==> config.mk <==
export PLATFORM = sky130hd
export DESIGN_NAME = html_char_reference_decoder_unit_flat
export DESIGN_NICKNAME = d
export VERILOG_FILES = /design/src/rtl/core/hcrd_pkg.sv /design/src/rtl/core/hcrd_chan_if.sv /design/src/rtl/core/hcrd_front.sv /design/src/rtl/core/hcrd_back.sv /design/src/rtl/core/html_char_reference_decoder_unit.sv /design/src/flat_wrapper.sv
export VERILOG_INCLUDE_DIRS = /design/src /design/src/rtl/core
export SDC_FILE = /design/constraint.sdc
export NUM_CORES = 1
export LEC_CHECK = 0
export BUFFER_PORTS_ARGS = -buffer_cell sky130_fd_sc_hd__buf_2
export CAP_MARGIN = 20
export CORE_ASPECT_RATIO = 0.75
export CORE_MARGIN = 2
export CORE_UTILIZATION = 35
export DETAILED_ROUTE_END_ITERATION = 10
export SLEW_MARGIN = 20
export SYNTH_ARGS = -nofsm -noshare
export SYNTH_HDL_FRONTEND = slang
export SYNTH_SLANG_ARGS = --single-unit
==> constraint.sdc <==
create_clock -name clk -period 15.85 [get_ports clk]
set_clock_uncertainty 0.15 [all_clocks]
set_input_delay 2.3775 -clock clk [delete_from_list [all_inputs] [get_ports clk]]
set_output_delay 2.3775 -clock clk [all_outputs]
set_load 0.03 [all_outputs]
==> src/rtl/core/html_char_reference_decoder_unit_defines.svh <==
// assertion helpers for the decoder rtl
`ifndef HTML_CHAR_REFERENCE_DECODER_UNIT_DEFINES_SVH
`define HTML_CHAR_REFERENCE_DECODER_UNIT_DEFINES_SVH

// same-cycle implication, sampled on clk, off while rst_n is low
`define HCRD_ASSERT_IMPL(lbl, ante, cons, msg) \
  lbl: assert property (@(posedge clk) disable iff (!rst_n) (ante) |-> (cons)) \
    else $error(msg);

// next-cycle implication, sampled on clk, off while rst_n is low
`define HCRD_ASSERT_NEXT(lbl, ante, cons, msg) \
  lbl: assert property (@(posedge clk) disable iff (!rst_n) (ante) |=> (cons)) \
    else $error(msg);

`endif

==> src/rtl/core/hcrd_pkg.sv <==
`default_nettype none

package hcrd_pkg;

  localparam logic [20:0] CP_REPL = 21'h00FFFD;
  localparam logic [20:0] CP_MAX  = 21'h10FFFF;
  localparam logic [20:0] CP_SAT  = 21'h110000;
  localparam logic [20:0] SURR_LO = 21'h00D800;
  localparam logic [20:0] SURR_HI = 21'h00DFFF;
  localparam logic [20:0] C1_LO   = 21'h000080;
  localparam logic [20:0] C1_HI   = 21'h00009F;

  localparam logic [7:0] CH_AMP  = 8'h26;
  localparam logic [7:0] CH_HASH = 8'h23;
  localparam logic [7:0] CH_SEMI = 8'h3B;

  localparam int QDEPTH = 4;
  localparam int QAW    = 2;
  localparam int N_ENT  = 37;

  typedef struct packed {
    logic       alnum;
    logic       is_dec;
    logic       is_hexl;
    logic       semi;
    logic       hash;
    logic       xch;
    logic       amp;
    logic [3:0] dval;
  } cls_t;

  typedef struct packed {
    logic [7:0] byte_value;
    logic       eos;
    cls_t       cls;
  } q_item_t;

  typedef struct packed {
    logic    valid;
    q_item_t item;
  } head_t;

  typedef struct packed {
    logic p_open;
    logic flushing;
  } back_stat_t;

  typedef struct packed {
    logic [20:0] code_point;
    logic        from_reference;
    logic        missing_semicolon;
  } res_t;

  typedef struct packed {
    logic        hit;
    logic [15:0] cp;
  } ent_hit_t;

  typedef enum logic [4:0] {
    PH_TEXT = 5'b00001,
    PH_AMP  = 5'b00010,
    PH_NUM  = 5'b00100,
    PH_NAME = 5'b01000,
    PH_RPL  = 5'b10000
  } phase_t;

  // windows-1252 remap of 0x80-0x9f
  localparam logic [15:0] C1_MAP [32] = '{
    16'h20AC, 16'h0081, 16'h201A, 16'h0192, 16'h201E, 16'h2026, 16'h2020, 16'h2021,
    16'h02C6, 16'h2030, 16'h0160, 16'h2039, 16'h0152, 16'h008D, 16'h017D, 16'h008F,
    16'h0090, 16'h2018, 16'h2019, 16'h201C, 16'h201D, 16'h2022, 16'h2013, 16'h2014,
    16'h02DC, 16'h2122, 16'h0161, 16'h203A, 16'h0153, 16'h009D, 16'h017E, 16'h0178
  };

  // names right-justified, first character in the highest used byte
  localparam logic [47:0] ENT_TXT [N_ENT] = '{
    "amp", "lt", "gt", "quot", "apos", "nbsp", "copy", "reg",
    "trade", "hellip", "mdash", "ndash", "laquo", "raquo", "times", "divide",
    "middot", "bull", "dagger", "Dagger", "permil", "prime", "Prime", "lsaquo",
    "rsaquo", "oline", "frasl", "euro", "deg", "plusmn", "para", "sect",
    "larr", "uarr", "rarr", "darr", "harr"
  };

  localparam logic [2:0] ENT_LEN [N_ENT] = '{
    3'd3, 3'd2, 3'd2, 3'd4, 3'd4, 3'd4, 3'd4, 3'd3,
    3'd5, 3'd6, 3'd5, 3'd5, 3'd5, 3'd5, 3'd5, 3'd6,
    3'd6, 3'd4, 3'd6, 3'd6, 3'd6, 3'd5, 3'd5, 3'd6,
    3'd6, 3'd5, 3'd5, 3'd4, 3'd3, 3'd6, 3'd4, 3'd4,
    3'd4, 3'd4, 3'd4, 3'd4, 3'd4
  };

  localparam logic [15:0] ENT_CP [N_ENT] = '{
    16'h0026, 16'h003C, 16'h003E, 16'h0022, 16'h0027, 16'h00A0, 16'h00A9, 16'h00AE,
    16'h2122, 16'h2026, 16'h2014, 16'h2013, 16'h00AB, 16'h00BB, 16'h00D7, 16'h00F7,
    16'h00B7, 16'h2022, 16'h2020, 16'h2021, 16'h2030, 16'h2032, 16'h2033, 16'h2039,
    16'h203A, 16'h203E, 16'h2044, 16'h20AC, 16'h00B0, 16'h00B1, 16'h00B6, 16'h00A7,
    16'h2190, 16'h2191, 16'h2192, 16'h2193, 16'h2194
  };

  function automatic logic [20:0] map_number(input logic [20:0] v);
    logic [20:0] r;
    r = v;
    if (v == '0 || v > CP_MAX || (v >= SURR_LO && v <= SURR_HI)) begin
      r = CP_REPL;
    end else if (v >= C1_LO && v <= C1_HI) begin
      r = {5'd0, C1_MAP[v[4:0]]};
    end
    return r;
  endfunction

  function automatic ent_hit_t ent_lookup(input logic [47:0] pk, input logic [4:0] len);
    ent_hit_t r;
    r = '0;
    for (int e = 0; e < N_ENT; e++) begin
      if (len == {2'b00, ENT_LEN[e]} && pk == ENT_TXT[e]) begin
        r.hit = 1'b1;
        r.cp  = ENT_CP[e];
      end
    end
    return r;
  endfunction

endpackage

`default_nettype wire

==> src/rtl/core/hcrd_chan_if.sv <==
`default_nettype none

interface hcrd_in_if;
  logic       valid;
  logic       ready;
  logic [7:0] byte_value;
  logic       end_of_span;
  modport source (output valid, output byte_value, output end_of_span, input ready);
  modport sink   (input valid, input byte_value, input end_of_span, output ready);
endinterface

interface hcrd_out_if;
  logic        valid;
  logic        ready;
  logic [20:0] code_point;
  logic        from_reference;
  logic        missing_semicolon;
  logic        last_of_run;
  logic        span_done;
  modport source (output valid, output code_point, output from_reference,
                  output missing_semicolon, output last_of_run, output span_done,
                  input ready);
  modport sink   (input valid, input code_point, input from_reference,
                  input missing_semicolon, input last_of_run, input span_done,
                  output ready);
endinterface

`default_nettype wire

==> src/rtl/core/hcrd_front.sv <==
`default_nettype none

module hcrd_front (
  input  logic              clk,
  input  logic              rst_n,
  hcrd_in_if.sink           in_ch,
  input  logic              pop,
  output hcrd_pkg::head_t   head
);

  hcrd_pkg::q_item_t                q_r [hcrd_pkg::QDEPTH];
  logic [hcrd_pkg::QAW-1:0]         wp_r;
  logic [hcrd_pkg::QAW-1:0]         rp_r;
  logic [hcrd_pkg::QAW:0]           cnt_r;
  logic [hcrd_pkg::QAW:0]           cnt_nxt;
  logic                             push;
  logic [7:0]                       b;
  hcrd_pkg::cls_t                   cls;
  logic                             lower;
  logic                             upper;

  // byte classes for the decoder
  assign b     = in_ch.byte_value;
  assign lower = (b >= 8'h61) && (b <= 8'h7A);
  assign upper = (b >= 8'h41) && (b <= 8'h5A);

  always_comb begin
    cls         = '0;
    cls.is_dec  = (b >= 8'h30) && (b <= 8'h39);
    cls.is_hexl = ((b >= 8'h61) && (b <= 8'h66)) || ((b >= 8'h41) && (b <= 8'h46));
    cls.alnum   = cls.is_dec || lower || upper;
    cls.semi    = (b == hcrd_pkg::CH_SEMI);
    cls.hash    = (b == hcrd_pkg::CH_HASH);
    cls.xch     = (b == 8'h78) || (b == 8'h58);
    cls.amp     = (b == hcrd_pkg::CH_AMP);
    cls.dval    = cls.is_dec ? b[3:0] : 4'(b[3:0] + 4'd9);
  end

  assign in_ch.ready = (cnt_r != (hcrd_pkg::QAW+1)'(hcrd_pkg::QDEPTH));
  assign push        = in_ch.valid && in_ch.ready;

  always_comb begin
    case ({push, pop})
      2'b10:   cnt_nxt = cnt_r + 1'b1;
      2'b01:   cnt_nxt = cnt_r - 1'b1;
      default: cnt_nxt = cnt_r;
    endcase
  end

  always_ff @(posedge clk) begin
    if (!rst_n) begin
      wp_r  <= '0;
      rp_r  <= '0;
      cnt_r <= '0;
    end else begin
      if (push) wp_r <= wp_r + 1'b1;
      if (pop)  rp_r <= rp_r + 1'b1;
      cnt_r <= cnt_nxt;
    end
  end

  always_ff @(posedge clk) begin
    if (push) begin
      q_r[wp_r] <= '{byte_value: b, eos: in_ch.end_of_span, cls: cls};
    end
  end

  assign head.valid = (cnt_r != '0);
  assign head.item  = q_r[rp_r];

endmodule

`default_nettype wire

==> src/rtl/core/hcrd_back.sv <==
`default_nettype none

module hcrd_back #(
  parameter int MAX_NAME_LENGTH = 6
) (
  input  logic                   clk,
  input  logic                   rst_n,
  input  hcrd_pkg::head_t        head,
  output logic                   pop,
  output hcrd_pkg::back_stat_t   stat,
  hcrd_out_if.source             out_ch
);

  localparam int CW = $clog2(MAX_NAME_LENGTH + 1);
  localparam int AW = $clog2(MAX_NAME_LENGTH);

  // decoder state
  hcrd_pkg::phase_t phase_r, phase_nxt;
  logic             hex_r, hex_nxt;
  logic             dseen_r, dseen_nxt;
  logic [20:0]      num_r, num_nxt;
  logic [CW-1:0]    cnt_r, cnt_nxt;
  logic [1:0]       rem_r, rem_nxt;
  logic [20:0]      part_r, part_nxt;
  logic             rph_r, rph_nxt;
  logic [CW-1:0]    ridx_r, ridx_nxt;
  logic             fl_r, fl_nxt;
  logic [7:0]       nb_r [MAX_NAME_LENGTH];
  logic             nb_we;
  logic [AW-1:0]    nb_wa;

  // output staging
  logic             o_valid_r, o_valid_nxt;
  hcrd_pkg::res_t   o_res_r, o_res_nxt;
  logic             o_last_r, o_last_nxt;
  logic             o_done_r, o_done_nxt;
  logic             o_load;
  logic             p_valid_r, p_valid_nxt;
  logic             p_closed_r, p_closed_nxt;
  logic             p_done_r, p_done_nxt;
  hcrd_pkg::res_t   p_res_r, p_res_nxt;

  logic [7:0]       b;
  hcrd_pkg::cls_t   c;
  logic             eos;
  logic             o_free;
  logic             step_go;
  logic             emit;
  hcrd_pkg::res_t   em;
  logic             consumed;
  logic             fin;
  logic             idle_after;
  logic             rpl_go;
  logic             rpl_hash;
  logic             do_clear;
  logic             digit;
  logic [24:0]      num_mul;
  logic [24:0]      num_sum;
  logic [20:0]      num_acc;
  logic [20:0]      num_cp;
  logic [47:0]      pk;
  hcrd_pkg::ent_hit_t ent;
  logic [20:0]      nv;
  logic             u_ok;
  logic [7:0]       rpl_ch;
  logic [CW-1:0]    ridx_inc;
  logic             more;

  assign b   = head.item.byte_value;
  assign c   = head.item.cls;
  assign eos = head.item.eos;

  assign o_free  = !o_valid_r || out_ch.ready;
  assign step_go = head.valid && o_free;

  // digit accumulation, saturating above the unicode range
  assign digit   = c.is_dec || (hex_r && c.is_hexl);
  assign num_mul = hex_r ? 25'({num_r, 4'b0000})
                         : 25'({num_r, 3'b000}) + 25'({num_r, 1'b0});
  assign num_sum = num_mul + 25'(c.dval);
  assign num_acc = (num_sum > 25'(hcrd_pkg::CP_MAX)) ? hcrd_pkg::CP_SAT : num_sum[20:0];
  assign num_cp  = hcrd_pkg::map_number(num_r);

  // named lookup over the first name bytes
  always_comb begin
    pk = '0;
    for (int k = 0; k < 6; k++) begin
      if (CW'(k) < cnt_r) pk = {pk[39:0], nb_r[k]};
    end
  end
  assign ent = hcrd_pkg::ent_lookup(pk, 5'(cnt_r));

  // utf-8 continuation check
  assign nv = {part_r[14:0], b[5:0]};
  always_comb begin
    u_ok = (b[7:6] == 2'b10);
    if (rem_r == 2'd3) begin
      u_ok = u_ok && (nv >= 21'h10) && (nv <= 21'h10F);
    end else if (rem_r == 2'd2 && part_r < 21'h10) begin
      u_ok = u_ok && (nv >= 21'h20) && !((nv >= 21'h360) && (nv <= 21'h37F));
    end
  end

  // replay of buffered bytes
  assign ridx_inc = ridx_r + CW'(1);
  assign rpl_ch   = rph_r ? hcrd_pkg::CH_HASH : nb_r[ridx_r[AW-1:0]];
  assign more     = rph_r ? (cnt_r != '0) : (ridx_inc < cnt_r);

  always_comb begin
    phase_nxt = phase_r;
    hex_nxt   = hex_r;
    dseen_nxt = dseen_r;
    num_nxt   = num_r;
    cnt_nxt   = cnt_r;
    rem_nxt   = rem_r;
    part_nxt  = part_r;
    rph_nxt   = rph_r;
    ridx_nxt  = ridx_r;
    fl_nxt    = fl_r;
    nb_we     = 1'b0;
    nb_wa     = '0;
    emit      = 1'b0;
    em        = '0;
    consumed  = 1'b0;
    rpl_go    = 1'b0;
    rpl_hash  = 1'b0;
    do_clear  = 1'b0;

    unique case (phase_r)
      hcrd_pkg::PH_RPL: begin
        emit          = 1'b1;
        em.code_point = {13'd0, rpl_ch};
        if (rph_r) rph_nxt  = 1'b0;
        else       ridx_nxt = ridx_inc;
        if (!more) do_clear = 1'b1;
      end
      hcrd_pkg::PH_AMP: begin
        if (fl_r) begin
          rpl_go = 1'b1;
        end else if (c.hash) begin
          phase_nxt = hcrd_pkg::PH_NUM;
          consumed  = 1'b1;
        end else if (c.alnum) begin
          nb_we     = 1'b1;
          cnt_nxt   = CW'(1);
          phase_nxt = hcrd_pkg::PH_NAME;
          consumed  = 1'b1;
        end else begin
          rpl_go = 1'b1;
        end
      end
      hcrd_pkg::PH_NUM: begin
        if (fl_r) begin
          if (dseen_r) begin
            emit                 = 1'b1;
            em.code_point        = num_cp;
            em.from_reference    = 1'b1;
            em.missing_semicolon = 1'b1;
            do_clear             = 1'b1;
          end else begin
            rpl_go   = 1'b1;
            rpl_hash = 1'b1;
          end
        end else if (digit) begin
          num_nxt   = num_acc;
          dseen_nxt = 1'b1;
          consumed  = 1'b1;
        end else if (c.xch && !dseen_r && !hex_r) begin
          hex_nxt  = 1'b1;
          nb_we    = 1'b1;
          cnt_nxt  = CW'(1);
          consumed = 1'b1;
        end else if (dseen_r) begin
          emit                 = 1'b1;
          em.code_point        = num_cp;
          em.from_reference    = 1'b1;
          em.missing_semicolon = !c.semi;
          do_clear             = 1'b1;
          consumed             = c.semi;
        end else begin
          rpl_go   = 1'b1;
          rpl_hash = 1'b1;
        end
      end
      hcrd_pkg::PH_NAME: begin
        if (fl_r) begin
          rpl_go = 1'b1;
        end else if (c.alnum && cnt_r < CW'(MAX_NAME_LENGTH)) begin
          nb_we    = 1'b1;
          nb_wa    = cnt_r[AW-1:0];
          cnt_nxt  = cnt_r + CW'(1);
          consumed = 1'b1;
        end else if (c.semi && ent.hit) begin
          emit              = 1'b1;
          em.code_point     = {5'd0, ent.cp};
          em.from_reference = 1'b1;
          do_clear          = 1'b1;
          consumed          = 1'b1;
        end else begin
          rpl_go = 1'b1;
        end
      end
      hcrd_pkg::PH_TEXT: begin
        if (fl_r) begin
          if (rem_r != 2'd0) begin
            emit          = 1'b1;
            em.code_point = hcrd_pkg::CP_REPL;
            rem_nxt       = 2'd0;
            part_nxt      = '0;
          end
        end else if (rem_r != 2'd0) begin
          if (u_ok) begin
            part_nxt = nv;
            rem_nxt  = rem_r - 2'd1;
            consumed = 1'b1;
            if (rem_r == 2'd1) begin
              emit          = 1'b1;
              em.code_point = nv;
              part_nxt      = '0;
            end
          end else begin
            emit          = 1'b1;
            em.code_point = hcrd_pkg::CP_REPL;
            rem_nxt       = 2'd0;
            part_nxt      = '0;
          end
        end else if (c.amp) begin
          phase_nxt = hcrd_pkg::PH_AMP;
          consumed  = 1'b1;
        end else if (!b[7]) begin
          emit          = 1'b1;
          em.code_point = {13'd0, b};
          consumed      = 1'b1;
        end else if (b >= 8'hC2 && b <= 8'hDF) begin
          part_nxt = {16'd0, b[4:0]};
          rem_nxt  = 2'd1;
          consumed = 1'b1;
        end else if (b >= 8'hE0 && b <= 8'hEF) begin
          part_nxt = {17'd0, b[3:0]};
          rem_nxt  = 2'd2;
          consumed = 1'b1;
        end else if (b >= 8'hF0 && b <= 8'hF4) begin
          part_nxt = {18'd0, b[2:0]};
          rem_nxt  = 2'd3;
          consumed = 1'b1;
        end else begin
          emit          = 1'b1;
          em.code_point = hcrd_pkg::CP_REPL;
          consumed      = 1'b1;
        end
      end
      default: phase_nxt = hcrd_pkg::PH_TEXT;
    endcase

    // failed reference: '&', any '#', the buffer; one per free cycle
    if (rpl_go) begin
      emit          = 1'b1;
      em            = '0;
      em.code_point = {13'd0, hcrd_pkg::CH_AMP};
      phase_nxt     = hcrd_pkg::PH_RPL;
      rph_nxt       = rpl_hash;
      ridx_nxt      = '0;
      if (!rpl_hash && cnt_r == '0) do_clear = 1'b1;
    end

    if (do_clear) begin
      phase_nxt = hcrd_pkg::PH_TEXT;
      hex_nxt   = 1'b0;
      dseen_nxt = 1'b0;
      num_nxt   = '0;
      cnt_nxt   = '0;
      rph_nxt   = 1'b0;
      ridx_nxt  = '0;
    end

    idle_after = (phase_nxt == hcrd_pkg::PH_TEXT) && (rem_nxt == 2'd0);
    fin        = fl_r ? idle_after : (consumed && (!eos || idle_after));
    if (!fl_r && consumed && eos && !idle_after) fl_nxt = 1'b1;
    if (fin) fl_nxt = 1'b0;
  end

  // pending result waits until we know whether it closes the byte
  always_comb begin
    o_load       = 1'b0;
    o_res_nxt    = o_res_r;
    o_last_nxt   = o_last_r;
    o_done_nxt   = o_done_r;
    p_valid_nxt  = p_valid_r;
    p_closed_nxt = p_closed_r;
    p_done_nxt   = p_done_r;
    p_res_nxt    = p_res_r;
    if (o_free) begin
      if (p_valid_r && (p_closed_r || (step_go && (emit || fin)))) begin
        o_load     = 1'b1;
        o_res_nxt  = p_res_r;
        o_last_nxt = p_closed_r ? 1'b1 : !emit;
        o_done_nxt = p_closed_r ? p_done_r : (!emit && eos);
        if (step_go && emit) begin
          p_valid_nxt  = 1'b1;
          p_res_nxt    = em;
          p_closed_nxt = fin;
          p_done_nxt   = fin && eos;
        end else begin
          p_valid_nxt  = 1'b0;
          p_closed_nxt = 1'b0;
        end
      end else if (step_go && emit) begin
        if (fin) begin
          o_load     = 1'b1;
          o_res_nxt  = em;
          o_last_nxt = 1'b1;
          o_done_nxt = eos;
        end else begin
          p_valid_nxt  = 1'b1;
          p_res_nxt    = em;
          p_closed_nxt = 1'b0;
          p_done_nxt   = 1'b0;
        end
      end
    end
    o_valid_nxt = o_load || (o_valid_r && !out_ch.ready);
  end

  always_ff @(posedge clk) begin
    if (!rst_n) begin
      phase_r    <= hcrd_pkg::PH_TEXT;
      hex_r      <= 1'b0;
      dseen_r    <= 1'b0;
      num_r      <= '0;
      cnt_r      <= '0;
      rem_r      <= 2'd0;
      part_r     <= '0;
      rph_r      <= 1'b0;
      ridx_r     <= '0;
      fl_r       <= 1'b0;
      o_valid_r  <= 1'b0;
      p_valid_r  <= 1'b0;
      p_closed_r <= 1'b0;
    end else begin
      if (step_go) begin
        phase_r <= phase_nxt;
        hex_r   <= hex_nxt;
        dseen_r <= dseen_nxt;
        num_r   <= num_nxt;
        cnt_r   <= cnt_nxt;
        rem_r   <= rem_nxt;
        part_r  <= part_nxt;
        rph_r   <= rph_nxt;
        ridx_r  <= ridx_nxt;
        fl_r    <= fl_nxt;
      end
      o_valid_r  <= o_valid_nxt;
      p_valid_r  <= p_valid_nxt;
      p_closed_r <= p_closed_nxt;
    end
  end

  always_ff @(posedge clk) begin
    if (step_go && nb_we) nb_r[nb_wa] <= b;
    if (o_load) begin
      o_res_r  <= o_res_nxt;
      o_last_r <= o_last_nxt;
      o_done_r <= o_done_nxt;
    end
    p_res_r  <= p_res_nxt;
    p_done_r <= p_done_nxt;
  end

  assign pop = step_go && fin;

  assign stat.p_open   = p_valid_r && !p_closed_r;
  assign stat.flushing = fl_r;

  assign out_ch.valid             = o_valid_r;
  assign out_ch.code_point        = o_res_r.code_point;
  assign out_ch.from_reference    = o_res_r.from_reference;
  assign out_ch.missing_semicolon = o_res_r.missing_semicolon;
  assign out_ch.last_of_run       = o_last_r;
  assign out_ch.span_done         = o_done_r;

endmodule

`default_nettype wire

==> src/rtl/core/html_char_reference_decoder_unit.sv <==
// a plain byte is written into the front queue, decoded at the queue head and registered in the output stage for out_ch
// throughput: one byte per cycle while out_ch is not stalled, bounded by the one-step-per-cycle decode sequencer
// a failed reference replays its bytes one per step ('&', '#', name bytes)
// a span end with an open reference or utf-8 sequence adds a flush step after its last byte
// rst_n is synchronous, active low: clears queue, decoder state and output stage
`default_nettype none

`include "html_char_reference_decoder_unit_defines.svh"

module html_char_reference_decoder_unit #(
  parameter int MAX_NAME_LENGTH = 6
) (
  input  logic        clk,
  input  logic        rst_n,
  hcrd_in_if.sink     in_ch,
  hcrd_out_if.source  out_ch
);

  // front: 4-entry byte queue with per-byte classification
  // back: decode sequencer, one step per cycle when a byte waits and out_ch is free,
  // plus a pending result register so last_of_run can be settled without looking ahead
  hcrd_pkg::head_t       head;
  hcrd_pkg::back_stat_t  stat;
  logic                  pop;

  hcrd_front u_front (
    .clk   (clk),
    .rst_n (rst_n),
    .in_ch (in_ch),
    .pop   (pop),
    .head  (head)
  );

  // the back holds the head byte until its last result has been decoded,
  // then pops it; a transfer on out_ch and a new step can share a cycle
  hcrd_back #(
    .MAX_NAME_LENGTH (MAX_NAME_LENGTH)
  ) u_back (
    .clk    (clk),
    .rst_n  (rst_n),
    .head   (head),
    .pop    (pop),
    .stat   (stat),
    .out_ch (out_ch)
  );

  // an open pending result always belongs to the byte still at the queue head
  `HCRD_ASSERT_IMPL(a_open_has_byte, stat.p_open, head.valid, "pending result without byte")

  // the end-of-span flush only runs on the span's last byte
  `HCRD_ASSERT_IMPL(a_flush_on_end, stat.flushing, head.valid && head.item.eos, "flush off span end")

  // popping a byte finishes any flush in progress
  `HCRD_ASSERT_NEXT(a_pop_ends_flush, pop, !stat.flushing, "flush survived pop")

  // the final result of a span is also the last of its byte
  `HCRD_ASSERT_IMPL(a_done_is_last, out_ch.valid && out_ch.span_done, out_ch.last_of_run,
    "span_done without last_of_run")

endmodule

`default_nettype wire

==> src/flat_wrapper.sv <==
// flat-port wrapper written by rule: the top's interface ports become plain ports
module html_char_reference_decoder_unit_flat 
#(
  parameter int MAX_NAME_LENGTH = 6
)
  (clk, rst_n, in_ch_valid, in_ch_byte_value, in_ch_end_of_span, in_ch_ready, out_ch_valid, out_ch_code_point, out_ch_from_reference, out_ch_missing_semicolon, out_ch_last_of_run, out_ch_span_done, out_ch_ready);
  hcrd_in_if in_ch_i ();
  hcrd_out_if out_ch_i ();
  input  logic clk;
  input  logic rst_n;
  input wire logic [$bits(in_ch_i.valid)-1:0] in_ch_valid;
  input wire logic [$bits(in_ch_i.byte_value)-1:0] in_ch_byte_value;
  input wire logic [$bits(in_ch_i.end_of_span)-1:0] in_ch_end_of_span;
  output wire logic [$bits(in_ch_i.ready)-1:0] in_ch_ready;
  output wire logic [$bits(out_ch_i.valid)-1:0] out_ch_valid;
  output wire logic [$bits(out_ch_i.code_point)-1:0] out_ch_code_point;
  output wire logic [$bits(out_ch_i.from_reference)-1:0] out_ch_from_reference;
  output wire logic [$bits(out_ch_i.missing_semicolon)-1:0] out_ch_missing_semicolon;
  output wire logic [$bits(out_ch_i.last_of_run)-1:0] out_ch_last_of_run;
  output wire logic [$bits(out_ch_i.span_done)-1:0] out_ch_span_done;
  input wire logic [$bits(out_ch_i.ready)-1:0] out_ch_ready;
  assign in_ch_i.valid = in_ch_valid;
  assign in_ch_i.byte_value = in_ch_byte_value;
  assign in_ch_i.end_of_span = in_ch_end_of_span;
  assign in_ch_ready = in_ch_i.ready;
  assign out_ch_valid = out_ch_i.valid;
  assign out_ch_code_point = out_ch_i.code_point;
  assign out_ch_from_reference = out_ch_i.from_reference;
  assign out_ch_missing_semicolon = out_ch_i.missing_semicolon;
  assign out_ch_last_of_run = out_ch_i.last_of_run;
  assign out_ch_span_done = out_ch_i.span_done;
  assign out_ch_i.ready = out_ch_ready;
  html_char_reference_decoder_unit #(.MAX_NAME_LENGTH(MAX_NAME_LENGTH)) u_core (.clk(clk), .rst_n(rst_n), .in_ch(in_ch_i), .out_ch(out_ch_i));
endmodule
==> results.cfg, run 1 <==
[drt]
drt_pass1_iterations = 8
first_iter_violations = 2265
met2WireLength_mm = 23.6
wl_met3_mm = 7.62
wl_per_cell_um = 25.0
routed.top_layer = met4
dr_total_vias = 15900
antenna_left = 0
wl_met1_mm = 31.1
wl_mm = 63.3
drc_errors = 0
vias_per_cell = 6.30

[setup_path]
reg2reg_from = u_core.u_back.cnt_r[1]$_SDFFE_PN0P_
arrival_ns = 7.48
r2r-end = u_core.u_front.cnt_r[2]$_SDFFE_PN0P_
regToRegSetupSlack_ns = 8.69
startpoint_type = flop
crit_required_ns = 16.17
cp-end-kind = flop
crit_start = u_core.u_back.cnt_r[1]$_SDFFE_PN0P_
r2r_cells = 18
crit_fanout = 95
critPathKind = reg -> reg
worstSetupEndpoint = u_core.u_front.cnt_r[2]$_SDFFE_PN0P_

[sta]
slew_headroom_pct = 25.2
fin_crit_sh_pct = 45.2
tightest_slew_ns = 1.12
min_period_ns = 7.16
finalWorstSetupSlack_ns = 8.69
fmax_ghz = 0.140
drv_slew = 0
setup_viol = 0
fin_setup_tns_ns = 0
rsz0062_at_grt = false
hold_viol = 0

[global_route]
grt_pass1_vias = 14400
grt_max_degree = 96
antenna_found_initial = 1
grt_pass1_wl_mm = 94.2
grtUsageTotal_pct = 23.0
grt_remaining_overflow = 0

[yosys]
synth_area_sq_um = 18000
synth.distinct_cells = 98
async_flop_share_pct = 0
yosysWarningCount = 0
synth-seq-cells = 267
ys.flop_type = edfxtp_1
netlist_instances = 1850
synth-seq-area-share_pct = 40.4
syn_area_per_cell_sq_um = 9.74
synth-edff-count = 193

[floorplanning]
die_y_um = 200
die_x_um = 266
io-pin-count = 40
core_area_sq_um = 50500
std_cell_rows = 71
dieArea_sq_um = 53300
initial_core_util_pct = 35.7

[cts]
htreeDepth = 1
cts_buffer_depth = 3
worstSkewPairLatency_ns = 0.56
cts-root-buf = clkbuf_16
cts-resized-gates = 0
cts_buffers = 25
postCtsSetupRepairBufs = 0
cts_num_sinks = 267
holdBufCountCts = 0
path_clk_slew_ns = 0.08
cts_tree = done

[min_path]
hp-class = reg -> reg

[layout]
drive_gt1_share_pct = 12.9
areaGrowthSynthToFinish_pct = 9.18
final_cell_mix = 193 x edfxtp_1, 164 x nor2_1, 146 x nand2_1
layout_commonest_cell = edfxtp_1
final_nets = 1915
antenna_cells = 0

[job]
drv_cap = 0

[placement]
numPortBuffers = 39
globalplace.congestion = 1.02
place_ws_ns = 8.80
place_hpwl_mm = 47.8

[pwr]
p_leak_nw = 6.61
power_density_nw_per_um2 = 119
ir_drop_mv = 0.0887

[outcome]
status = finished clean
## stage by stage
| step | hold WS (ns) | instances | area [sq um] | power (W) | utilization (%) |
|---|---|---|---|---|---|
| finish | 0.365 | 2527 | 19700 | 0.00235 | 39.0 |
| global placement | 0.338 | 2481 | 18800 | 0.00168 | 37.2 |
| detailed placement | 0.352 | 2481 | 18800 | 0.00169 | 37.2 |
| global route | 0.389 | 2527 | 19700 | 0.00246 | 39.0 |
| CTS | 0.362 | 2527 | 19700 | 0.00235 | 39.0 |
| floorplan | 0.308 | 1865 | 18100 | 0.00146 | - |
## cells in the mapped netlist (all sizes together), types with 29 or more instances
cell type	n	area (sq um)
mux4	34	766
buf	47	327
nand2	146	548
edfxtp	193	5800
mux2	47	589
a21oi	84	420
inv	47	176
nor2	164	616
dfxtp	74	1480
nand3	54	285
ha	48	601
nor3	78	400
o21ai	93	465
nor4	60	388
nand2b	29	181
nand4	54	338
mux2i	30	300
clkbuf	60	225
o211ai	30	230
## worst max-delay path, stage by stage (launching register included)
cell and delay (ns):
dfxtp_2 0.32, buf_4 0.67, nand2b_1 0.37, o221a_2 0.39
a211oi_1 0.57, nor2_1 0.19, nand4_1 0.46, inv_1 0.19
a2111oi_0 0.82, nand4b_1 0.29, o31a_2 0.39, o211a_1 0.38
a211oi_4 0.49, ha_1 0.27, inv_1 0.06, fa_1 0.38
xor2_1 0.15, or3_1 0.30, a21oi_1 0.14
## where the power goes
group          internal (W)  leakage [nW]  switching (W)
registers          0.000915          2.39      0.0000438
logic              0.000241          3.77       0.000488
clock network      0.000388         0.453       0.000273
## how the worst min path moves through the flow
stage,startpoint,endpoint,slack [ns],depth (start not counted)
after floorplan,u_core.u_back.part_r[4]$_SDFFE_PN0P_,u_core.u_back.part_r[4]$_SDFFE_PN0P_,0.31,2
after global placement,u_core.u_front.wp_r[1]$_SDFFE_PN0P_,u_core.u_front.wp_r[1]$_SDFFE_PN0P_,0.34,2
after detailed placement,u_core.u_front.wp_r[1]$_SDFFE_PN0P_,u_core.u_front.wp_r[1]$_SDFFE_PN0P_,0.35,2
after CTS,u_core.u_front.wp_r[1]$_SDFFE_PN0P_,u_core.u_front.wp_r[1]$_SDFFE_PN0P_,0.36,2
after global routing,u_core.u_front.wp_r[1]$_SDFFE_PN0P_,u_core.u_front.wp_r[1]$_SDFFE_PN0P_,0.39,2
final,u_core.u_front.wp_r[1]$_SDFFE_PN0P_,u_core.u_front.wp_r[1]$_SDFFE_PN0P_,0.36,2
## cell type report
type,count,area (sq um)
clock buffers,28,668
clock inverters,18,230
fillers,5000,30800
inverters,47,176
multi-input cells,1444,10100
flip-flops and latches,267,7280
well taps,657,822
repair buffers,66,398
## cell families (layout without fill, tap and decap cells)
logic type,Yosys count,after routing,synth area share (%)
xor gates and xnor gates,33,33,1.60
adders and majority gates,51,51,3.67
muxes,111,111,9.19
DFF,267,267,40.4
AOI/OAI and AO/OA,482,482,19.1
other,1,16,0.0208
buffers and inverters,154,159,4.04
and+or+nand+nor,751,751,22.0
## state kept, by name (all words and copies together), names as in the netlist, 5 cells and up, named ones only
signal,flops
u_core.u_back.nb_r,64
u_core.u_back.num_r,21
u_core.u_back.out_ch.code_point,21
u_core.u_back.p_res_r,23
u_core.u_back.part_r,21
u_core.u_back.phase_r,5
u_core.u_front.q_r,80
## routing by layer
layer | vias up | track usage, %
met5 | - | 0
met2 | 898 | 29.4
li1 | 7210 | -
met3 | 74 | 6.51
met1 | 7740 | 37.7
met4 | 0 | 3.35
No activity file was read; power rests on OpenSTA's default activity.
==> run 2: changes to the inputs <==
--- a/config.mk
+++ b/config.mk
@@ -6,6 +6,7 @@
 export SDC_FILE = /design/constraint.sdc
 export NUM_CORES = 1
 export LEC_CHECK = 0
+export ABC_AREA = 1
 export BUFFER_PORTS_ARGS = -buffer_cell sky130_fd_sc_hd__buf_2
 export CAP_MARGIN = 20
 export CORE_ASPECT_RATIO = 0.75
==> constraint.sdc (replaced) <==
create_clock -name clk -period 7.15 [get_ports clk]
set_clock_uncertainty 0.15 [all_clocks]
set_input_delay 1.0725 -clock clk [delete_from_list [all_inputs] [get_ports clk]]
set_output_delay 1.0725 -clock clk [all_outputs]
set_load 0.03 [all_outputs]
==> run 2 against run 1 <==
Effect of this change: flip-flop and latch count is the same; area after synthesis grew 2.1%; global-route usage grew 1.6 points.
==> results.cfg, run 2 <==
[outcome]
status = finished clean

[global_route]
antenna_found_initial = 0
use_met2_pct = 32.5
grt_pass1_wl_mm = 103
grtUsageTotal_pct = 24.6
grt_max_degree = 57
grt_pass1_vias = 16500
grt-busiest-layer = met1
grtUsageMet1_pct = 41.0
met3_usage_pct = 4.17
grt_remaining_overflow = 0

[setup_path]
startpoint_type = flop
slowest_delay_ns = 0.86
crit_fanout = 29
crit_slowest_cell = nor4_1
regToRegSetupSlack_ns = 1.08
worstPathCellList = clkinv_1 -> buf_4 -> nand2_1 -> nand3_1 -> nand2_1 -> inv_1 -> nor3_1 -> o31ai_1 -> inv_1 -> nor2_1 -> inv_1 -> nor2_1 -> nor4_1 -> inv_1 -> nor4_1 -> nand3_1 -> a21oi_1
crit_family = simple AND/OR/NAND/NOR gates
arrival_ns = 6.42
critPathKind = reg -> reg
cpMostUsedCell = inv_1
cp-end-kind = flop
crit_buf_inv = 6
crit_required_ns = 7.50
r2r-end = u_core.u_back.part_r[3]$_SDFFE_PN0P_
r2r_cells = 17

[min_path]
holdPathStages = 2
worstHoldStart = u_core.u_back.part_r[16]$_SDFFE_PN0P_
hp-class = reg -> reg
whs_endpoint = u_core.u_back.part_r[16]$_SDFFE_PN0P_

[yosys]
ys.flop_type = edfxtp_1
yosysTopAreaCellShare_pct = 31.5
synth-seq-area-share_pct = 39.6
synth-edff-count = 193
synth.distinct_cells = 69
syn_area_per_cell_sq_um = 7.28
synth_area_leaders = edfxtp_1 31%, nand2_1 13%, dfxtp_1 8.1%
netlist_instances = 2526
synth_area_leader_cell = edfxtp_1
async_flop_share_pct = 0
synth.most_common_cell = nand2_1
synth_area_sq_um = 18400
synth_commonest_cells = 617 x nand2_1, 273 x inv_1, 260 x nand3_1
synth-seq-cells = 267
yosysWarningCount = 0

[sta]
drv_slew = 0
min_period_ns = 6.07
tightest_slew_ns = 1.01
hold_viol = 0
setup_viol = 0
slew_headroom_pct = 32.0
fmax_ghz = 0.165
whs_ns = 0.316
fin_setup_tns_ns = 0
fin_crit_sh_pct = 84.9
rsz0062_at_grt = false

[drt]
dr_total_vias = 18200
first_iter_violations = 2159
antenna_left = 0
drt_pass1_iterations = 5
wl_per_cell_um = 20.6
wl_mm = 67.7
drc_errors = 0
vias_per_cell = 5.54

[layout]
antenna_cells = 0
final_util_pct = 39.2
final_nets = 2618
layout_commonest_cell = nand2_1
drive_gt1_share_pct = 8.54
top_register = u_core.u_front.q_r
final_cell_mix = 617 x nand2_1, 272 x inv_1, 260 x nand3_1
largestRegisters = u_core.u_front.q_r: 80 flops, u_core.u_back.nb_r: 64 flops, u_core.u_back.p_res_r: 23 flops
areaGrowthSynthToFinish_pct = 10.2
largest_register_ffs = 80

[pwr]
p_leak_nw = 8.55
ir_drop_mv = 0.211
p_total_w = 0.00572
power_density_nw_per_um2 = 282

[placement]
numPortBuffers = 39
place_hpwl_mm = 52.3
globalplace.congestion = 1.01

[cts]
cts_buffer_depth = 3
htreeDepth = 1
cts-root-buf = clkbuf_16
path_clk_slew_ns = 0.06
postCtsSetupRepairBufs = 0
cts_tree = done
worstSkewPairLatency_ns = 0.58
cts_num_sinks = 267
cts-resized-gates = 0
cts_buffers = 29
holdBufCountCts = 0

[floorplanning]
initial_core_util_pct = 35.6
io-pin-count = 40
dieArea_sq_um = 54400
core_area_sq_um = 51700
std_cell_rows = 72
die_x_um = 269
die_y_um = 203

[job]
drv_cap = 0
## run 2: cell count changes after synthesis, sizes merged, moves of 24 or more
cell    before  now
mux4        34    0
nor2       164  276
nand3       54  268
mux2i       30    0
a22o        26    2
a21oi       84  164
o21ai       93  154
inv         47  293
mux2        47    0
nor4        60   30
nand2b      29    0
nand2      146  638
## run 2: logic make-up after synthesis
logic type                 after synthesis  share of synthesized area (%)
AOI/OAI and AO/OA                      442                           14.0
and+or+nand+nor                       1356                           32.8
adders and majority gates               51                           3.59
buffers and inverters                  389                           9.10
DFF                                    267                           39.6
xor gates and xnor gates                20                          0.952
other                                    1                         0.0204
## run 2: metrics by stage
| stage | cells | cell area (sq um) | setup WS [ns] |
|---|---|---|---|
| global route | 3280 | 20300 | 0.620 |
| floorplan | 2541 | 18500 | 2.24 |
| finish | 3280 | 20300 | 1.08 |
| CTS | 3280 | 20300 | 1.24 |
| detailed placement | 3226 | 19300 | 1.28 |
| global placement | 3226 | 19300 | 1.18 |
## run 2: final cells by class
class | count | area [sq um]
clock inverters | 20 | 260
multi-input cells | 1885 | 9540
well taps | 703 | 880
flip-flops and latches | 267 | 7280
fillers | 5433 | 31400
clock buffers | 34 | 744
repair buffers | 75 | 465
inverters | 296 | 1110
## run 2: report_power, final
group,internal (W),total (W),switching [W]
Clock,0.000935,0.00159,0.000658
Sequential,0.00193,0.00201,0.0000857
Combinational,0.000543,0.00211,0.00157
## run 2: how the worst max path moves through the flow
stage	from	endpoint	slack [ns]	cells after the start
2_1_floorplan	flop	u_core.u_back.out_ch.code_point[0]$_DFFE_PP_	2.24	26
3_3_place_gp	flop	u_core.u_back.part_r[3]$_SDFFE_PN0P_	1.18	17
3_5_place_dp	flop	u_core.u_back.part_r[3]$_SDFFE_PN0P_	1.28	17
4_1_cts	flop	u_core.u_back.part_r[3]$_SDFFE_PN0P_	1.24	17
5_1_grt	flop	u_core.u_back.part_r[3]$_SDFFE_PN0P_	0.62	17
6_report	flop	u_core.u_back.part_r[3]$_SDFFE_PN0P_	1.08	17
## run 2: worst min-delay path: cells and delay by family (launching register included)
| family | cells | cell delay [ns] |
|---|---|---|
| flip-flops | 1 | 0.31 |
| AND/OR/NAND/NOR | 1 | 0.06 |
| AO/OA/AOI/OAI | 1 | 0.05 |
## run 2: layer usage
metal,up-vias,part of all wire [%]
met5,-,0
met4,0,1.7
met3,81,9.3
met2,809,38
met1,8640,51
li1,8645,-
